===== src/sbpa_pkg.sv =====
// Shared constants, codes and control structs of the size-class pool allocator.
// Used by every module and interface of the block but sbpa_ram; depends on nothing.
package sbpa_pkg;

   localparam int MAX_CLASSES  = 8;
   localparam int CLS_W        = $clog2(MAX_CLASSES);
   localparam int CLS_FIELD_W  = 4;
   localparam int MAX_BLOCKS   = 1024;
   localparam int IDX_W        = $clog2(MAX_BLOCKS);
   localparam int CNT_W        = IDX_W + 1;
   localparam int GUARD_BYTES  = 4;
   localparam int STACK_DEPTH  = MAX_CLASSES * MAX_BLOCKS;

   localparam int BASE_W       = 17;
   localparam int LEVEL_W      = 21;
   localparam int MAXLV_W      = 4;
   localparam int HDR_W        = 8;
   localparam int OP_W         = 2;
   localparam int SIZE_W       = 24;
   localparam int OFF_W        = 32;
   localparam int STAT_W       = 3;
   localparam int CTR_W        = 32;
   localparam int SHIFT_W      = BASE_W + CLS_W + 4;     // base << class
   localparam int STRIDE_W     = SHIFT_W + 1;
   localparam int POOL_W       = LEVEL_W + CLS_FIELD_W;
   localparam int PROD_A_W     = CLS_W + LEVEL_W;
   localparam int PROD_B_W     = IDX_W + STRIDE_W;
   localparam int CSR_IDX_W    = 2;
   localparam int CSR_DATA_W   = 21;
   localparam int DIV_W        = 32;
   localparam int DVS_W        = STRIDE_W;

   localparam logic [CLS_FIELD_W-1:0] NO_CLASS = CLS_FIELD_W'(MAX_CLASSES);

   localparam logic [BASE_W-1:0]  RST_BASE  = BASE_W'(16);
   localparam logic [LEVEL_W-1:0] RST_LEVEL = LEVEL_W'(16384);
   localparam logic [MAXLV_W-1:0] RST_MAXLV = MAXLV_W'(8);
   localparam logic [HDR_W-1:0]   RST_HDR   = HDR_W'(16);

   typedef enum logic [CSR_IDX_W-1:0] {
      CSR_BASE  = 2'd0,
      CSR_LEVEL = 2'd1,
      CSR_MAXLV = 2'd2,
      CSR_HDR   = 2'd3
   } csr_idx_type;

   typedef enum logic [OP_W-1:0] {
      OP_ALLOC = 2'd0,
      OP_FREE  = 2'd1,
      OP_CLEAR = 2'd2
   } op_type;

   typedef enum logic [STAT_W-1:0] {
      ST_OK       = 3'd0,
      ST_FALLBACK = 3'd1,
      ST_REFUSED  = 3'd2,
      ST_EXTERN   = 3'd3,
      ST_BADFREE  = 3'd4,
      ST_CLEARED  = 3'd5
   } stat_type;

   typedef enum logic [1:0] {
      DIV_BUILD = 2'd0,
      DIV_OFF   = 2'd1,
      DIV_REL   = 2'd2
   } div_sel_type;

   // controller -> datapath
   typedef struct packed {
      logic        build_init;
      logic        build_store;
      logic        refill;
      logic        latch_req;
      logic        search;
      logic        pop_read;
      logic        pop_update;
      logic        mul;
      logic        sum;
      logic        free_split;
      logic        free_prep;
      logic        free_index;
      logic        push;
      logic        load_rsp;
      logic        div_start;
      div_sel_type div_sel;
      stat_type    res_code;
   } dp_cmd_type;

   // datapath -> controller
   typedef struct packed {
      op_type op;
      logic   req_zero;
      logic   in_pool;
      logic   alloc_ok;
      logic   rel_ok;
      logic   aligned;
      logic   can_push;
      logic   div_done;
      logic   build_last;
      logic   out_free;
   } dp_stat_type;

endpackage


===== src/sbpa_ctrl.sv =====
// Controller state machine of the pool allocator: sequences rebuild, allocate,
// free and clear through the datapath. Depends on sbpa_pkg.
module sbpa_ctrl import sbpa_pkg::*; (
   input  logic        clock,
   input  logic        reset,
   input  logic        csr_wr_en,
   input  logic        req_valid,
   output logic        req_ready,
   input  dp_stat_type stat,
   output dp_cmd_type  cmd
);

   typedef enum logic [17:0] {
      S_BINIT   = 18'b000000000000000001,
      S_BDIV    = 18'b000000000000000010,
      S_BWAIT   = 18'b000000000000000100,
      S_BFILL   = 18'b000000000000001000,
      S_IDLE    = 18'b000000000000010000,
      S_DECODE  = 18'b000000000000100000,
      S_SEARCH  = 18'b000000000001000000,
      S_ACHK    = 18'b000000000010000000,
      S_POPUPD  = 18'b000000000100000000,
      S_MUL     = 18'b000000001000000000,
      S_SUM     = 18'b000000010000000000,
      S_FDIV1   = 18'b000000100000000000,
      S_FCHK    = 18'b000001000000000000,
      S_FDSTART = 18'b000010000000000000,
      S_FDIV2   = 18'b000100000000000000,
      S_BRD     = 18'b001000000000000000,
      S_PUSH    = 18'b010000000000000000,
      S_RESULT  = 18'b100000000000000000
   } state_type;

   state_type state_ff, state_in;
   stat_type  res_ff, res_in;

   // next state and commands
   always_comb begin
      state_in  = state_ff;
      res_in    = res_ff;
      req_ready = 1'b0;
      cmd       = '0;
      cmd.div_sel = DIV_BUILD;
      unique case (state_ff)
         S_BINIT: begin
            cmd.build_init = 1'b1;
            state_in = S_BDIV;
         end
         S_BDIV: begin
            cmd.div_start = 1'b1;
            cmd.div_sel   = DIV_BUILD;
            state_in = S_BWAIT;
         end
         S_BWAIT: begin
            if (stat.div_done) begin
               cmd.build_store = 1'b1;
               state_in = stat.build_last ? S_BFILL : S_BDIV;
            end
         end
         S_BFILL: begin
            cmd.refill = 1'b1;
            state_in = S_IDLE;
         end
         S_IDLE: begin
            req_ready = 1'b1;
            if (req_valid) begin
               cmd.latch_req = 1'b1;
               state_in = S_DECODE;
            end
         end
         S_DECODE: begin
            unique case (stat.op)
               OP_ALLOC: begin
                  if (stat.req_zero) begin
                     res_in   = ST_REFUSED;
                     state_in = S_RESULT;
                  end else begin
                     state_in = S_SEARCH;
                  end
               end
               OP_FREE: begin
                  if (stat.in_pool) begin
                     cmd.div_start = 1'b1;
                     cmd.div_sel   = DIV_OFF;
                     state_in = S_FDIV1;
                  end else begin
                     res_in   = ST_EXTERN;
                     state_in = S_RESULT;
                  end
               end
               OP_CLEAR: begin
                  cmd.refill = 1'b1;
                  res_in   = ST_CLEARED;
                  state_in = S_RESULT;
               end
               default: begin
                  res_in   = ST_REFUSED;
                  state_in = S_RESULT;
               end
            endcase
         end
         S_SEARCH: begin
            cmd.search = 1'b1;
            state_in = S_ACHK;
         end
         S_ACHK: begin
            if (stat.alloc_ok) begin
               cmd.pop_read = 1'b1;
               state_in = S_POPUPD;
            end else begin
               res_in   = ST_FALLBACK;
               state_in = S_RESULT;
            end
         end
         S_POPUPD: begin
            cmd.pop_update = 1'b1;
            state_in = S_MUL;
         end
         S_MUL: begin
            cmd.mul = 1'b1;
            state_in = S_SUM;
         end
         S_SUM: begin
            cmd.sum = 1'b1;
            res_in   = ST_OK;
            state_in = S_RESULT;
         end
         S_FDIV1: begin
            if (stat.div_done) begin
               cmd.free_split = 1'b1;
               state_in = S_FCHK;
            end
         end
         S_FCHK: begin
            cmd.free_prep = 1'b1;
            if (stat.rel_ok) begin
               state_in = S_FDSTART;
            end else begin
               res_in   = ST_BADFREE;
               state_in = S_RESULT;
            end
         end
         S_FDSTART: begin
            cmd.div_start = 1'b1;
            cmd.div_sel   = DIV_REL;
            state_in = S_FDIV2;
         end
         S_FDIV2: begin
            if (stat.div_done) begin
               cmd.free_index = 1'b1;
               if (stat.aligned) begin
                  state_in = S_BRD;
               end else begin
                  res_in   = ST_BADFREE;
                  state_in = S_RESULT;
               end
            end
         end
         // busy bit read is in flight
         S_BRD: begin
            state_in = S_PUSH;
         end
         S_PUSH: begin
            if (stat.can_push) begin
               cmd.push = 1'b1;
               res_in   = ST_OK;
            end else begin
               res_in   = ST_BADFREE;
            end
            state_in = S_RESULT;
         end
         S_RESULT: begin
            if (stat.out_free) begin
               cmd.load_rsp = 1'b1;
               state_in = S_IDLE;
            end
         end
         default: begin
            state_in = S_BINIT;
         end
      endcase
      cmd.res_code = res_ff;
      // any register write rebuilds the pool
      if (csr_wr_en) begin
         state_in = S_BINIT;
      end
   end

   always_ff @(posedge clock) begin
      if (reset) begin
         state_ff <= S_BINIT;
         res_ff   <= ST_REFUSED;
      end else begin
         state_ff <= state_in;
         res_ff   <= res_in;
      end
   end

endmodule


===== config.mk =====
export PLATFORM = sky130hd
export DESIGN_NAME = sbpa_ctrl
export DESIGN_NICKNAME = d
export VERILOG_FILES = /design/src/sbpa_pkg.sv /design/src/sbpa_ctrl.sv
export SDC_FILE = /design/constraint.sdc
export NUM_CORES = 1
export LEC_CHECK = 0
export BUFFER_PORTS_ARGS = -buffer_cell sky130_fd_sc_hd__buf_2
export CAP_MARGIN = 15
export CORE_MARGIN = 3
export CORE_UTILIZATION = 26
export DETAILED_ROUTE_END_ITERATION = 10
export PLACE_DENSITY_LB_ADDON = 0.12
export SYNTH_ARGS = -nofsm -noshare
export SYNTH_HDL_FRONTEND = slang
export SYNTH_SLANG_ARGS = --single-unit
export TNS_END_PERCENT = 5

===== constraint.sdc =====
create_clock -name clock -period 2.1 [get_ports clock]
set_input_delay 0.42 -clock clock [delete_from_list [all_inputs] [get_ports clock]]
set_output_delay 0.42 -clock clock [all_outputs]
set_load 0.005 [all_outputs]

==> metrics.yaml <==
outcome: "complete, but fails checks"
violations: "negative setup slack"
drive_gt1_frac: 0.519
synth_area_sq_mm: 0.00146
synthCells: 173
drt_first_pass_iters: 4
num_antenna_cells: 0
drtIter0Drc: 117
clk_latency_ns: 0.26
clock_skew_ns: 0.00617
num_vias: 1658
p_int_uw: 596
crit_required_ns: 1.68
ys_ff_latch: 21
p_sw_uw: 207
die-area_sq_mm: 0.00656
p_leak_nw: 1.04
finalWirelength_um: 5040
crit_fanout: 4
min_path_type: "input port to register"
grt_overflow: 0
ys_seq_area_frac: 0.288
finalMaxSlewViolations: 0
finalSetupTns_ns: -3.19
synthXorXnorAreaFrac: 0.0180
row_count: 26
worstSetupPathType: "register to primary output"
grt_pass1_wl_um: 7800
stdcell_area_sq_mm: 0.00233
io_buffers: 35
fin_crit_sh: 1.17
synthSimpleGateAreaFrac: 0.455
path_clk_slew_ns: 0.08
cts_tree: "built"
cts-root-buf: "clkbuf_8"
cts.sinks: 21
synth_edf_count: 0
syn2layout_area_growth_pct: 59.5
cts_hold_buf: 0
synthTopCellsByArea: "dfxtp_1, nor4_2, nor3_1, nor2_1, ha_1"
die-height_um: 81.0
worst_pin_slew_ns: 0.506
p_seq_frac: 0.502
core_sq_mm: 0.00527
p_clk_frac: 0.341
synth_top_family_by_area: "simple AND/OR/NAND/NOR gates"
worst_slew_margin_rel: 0.660
hpwlAfterDp_um: 4080
end_kind: "primary output"
cts_max_level: 1
synth-compound-area-share: 0.148
nFillCells: 556
layout.nets: 284
synth_area_per_cell_sq_um: 8.45
p_comb_frac: 0.157
track_usage: 0.156
whs_ns: 0.355
rsz0062_at_grt: "yes"
netlist.area_leader.share: 0.288
period_needed_ns: 2.46
powerDensity_mw_per_mm2: 345
yosys.area.top_type: "dfxtp_1"
startpoint_type: "register"
async_flop_share: 0
synthAdderAreaFrac: 0.0342
grt_pass1_vias: 1571
max_cap_viol_count: 0
dpl-instance-area_sq_mm: 0.00210
max_freq_mhz: 406
via_per_inst: 4.96
gp_congestion: 0.805
synth.most_common_cell: "dfxtp_1"
die_w_um: 81.0
finalHoldViolCount: 0
grt_start_max_net_pins: 13
grt_antenna_before_repair: 0
power_uw: 803
drc_errors: 0
synthMuxAreaShare: 0.00685
antenna_left: 0
cts_buffers: 3
start_util: 0.277
wl_per_cell_um: 15.1
ys_warn_count: 0
ys_types: 52
synth_common_cells: "dfxtp_1, nor2_1, nor3_1, inv_1, nand4_1"
setup_slack_ns: -0.361
ir_drop_uv: 271
io_pins: 36
arrival_ns: 2.04
synth-main-ff-cell: "dfxtp_1"
sw_frac_of_total: 0.258
syn-num-nets: 192
setup_viol: 27
clockBufferDepth: 2
==> per-stage QoR <==
stage | setup WS [ns] | std cells | util
detailed placement | -0.155 | 328 | 0.398
global route | -0.458 | 334 | 0.442
CTS | -0.371 | 332 | 0.425
floorplan | -0.00901 | 173 | -
finish | -0.361 | 334 | 0.442
global placement | -0.130 | 328 | 0.398
==> power by group through the flow <==
stage | combinational [mW] | sequential (mW) | clock (mW)
2_1_floorplan | 0.0456 | 0.413 | 0
3_3_place_gp | 0.109 | 0.412 | 0
3_5_place_dp | 0.108 | 0.412 | 0
4_1_cts | 0.115 | 0.403 | 0.287
5_1_grt | 0.137 | 0.404 | 0.302
6_report | 0.126 | 0.403 | 0.274
==> state kept, by name (all words and copies together), names as in the netlist <==
signal / cells
res_ff: 3
state_ff: 18
==> metal layers <==
| metal | global-route usage | share of wire | up-vias |
|---|---|---|---|
| met3 | 0.0211 | 0.035 | 6 |
| li1 | - | - | 841 |
| met4 | 0.0355 | 0.013 | 0 |
| met1 | 0.223 | 0.50 | 774 |
| met5 | 0 | 0 | - |
| met2 | 0.247 | 0.45 | 37 |
==> area by class of cell <==
| class | instances | area, sq um | area share |
|---|---|---|---|
| clock buffer | 4 | 45.0 | 0.0193 |
| inverter | 11 | 41.3 | 0.0177 |
| multi-input combinational | 137 | 1120 | 0.482 |
| sequential | 21 | 430 | 0.185 |
| tap | 70 | 87.6 | 0.0376 |
| timing repair buffer | 91 | 603 | 0.259 |
==> cells by family (layout without fill, tap and decap cells) <==
| logic type | Yosys count | in the layout |
|---|---|---|
| AND/OR/NAND/NOR | 101 | 101 |
| AO/OA/AOI/OAI | 28 | 28 |
| flip-flops | 21 | 21 |
| buffers and inverters | 15 | 106 |
| adder cells (fa/ha/maj) | 4 | 4 |
| XOR/XNOR | 3 | 3 |
| multiplexers | 1 | 1 |
==> path summary, 6_finish.rpt <==
path / startpoint / to / slack [ns] / cells past startpoint
worst max-delay path: state_ff[7]$_SDFFE_PP0P_ / cmd[5] / -0.36 / 5
worst min-delay path: reset / res_ff[0]$_SDFFE_PP0P_ / 0.35 / 2
worst max register to register: state_ff[7]$_SDFFE_PP0P_ / state_ff[11]$_SDFFE_PP0P_ / -0.14 / 10
worst min register to register: res_ff[0]$_SDFFE_PP0P_ / res_ff[0]$_SDFFE_PP0P_ / 0.46 / 2
==> worst max-delay path: stages, from the launching register on <==
cell,delay [ns]
dfxtp_2,0.35
or4_4,0.57
nor4_4,0.34
and4b_1,0.28
or3_1,0.13
buf_2,0.11
==> what timing repair did <==
action | CTS | global route
pin swaps | 14 | 8
endpoints found under the hold margin | 0 | 0
endpoints found under the setup margin | 35 | 35
resized for setup | 21 | 17
buffers inserted | 0 | 2
==> cell usage in the layout (no fill, tap or decap), types with 3 or more instances in the layout <==
| cell | instances |
|---|---|
| buf_4 | 54 |
| buf_2 | 35 |
| dfxtp_1 | 13 |
| nor2_1 | 12 |
| inv_1 | 10 |
| nor3_1 | 10 |
| nand4_1 | 8 |
| dfxtp_2 | 8 |
| and2_1 | 7 |
| nand2b_1 | 6 |
| nand2_1 | 5 |
| and3_1 | 5 |
| nand3_1 | 5 |
| nor4_4 | 4 |
| a211oi_1 | 4 |
| ha_1 | 4 |
| nor4_2 | 3 |
| or4_4 | 3 |
| nor2_4 | 3 |
| or4b_1 | 3 |
| a21oi_1 | 3 |
| a211o_1 | 3 |
| clkbuf_8 | 3 |
Power figures use the tool's default switching activity.
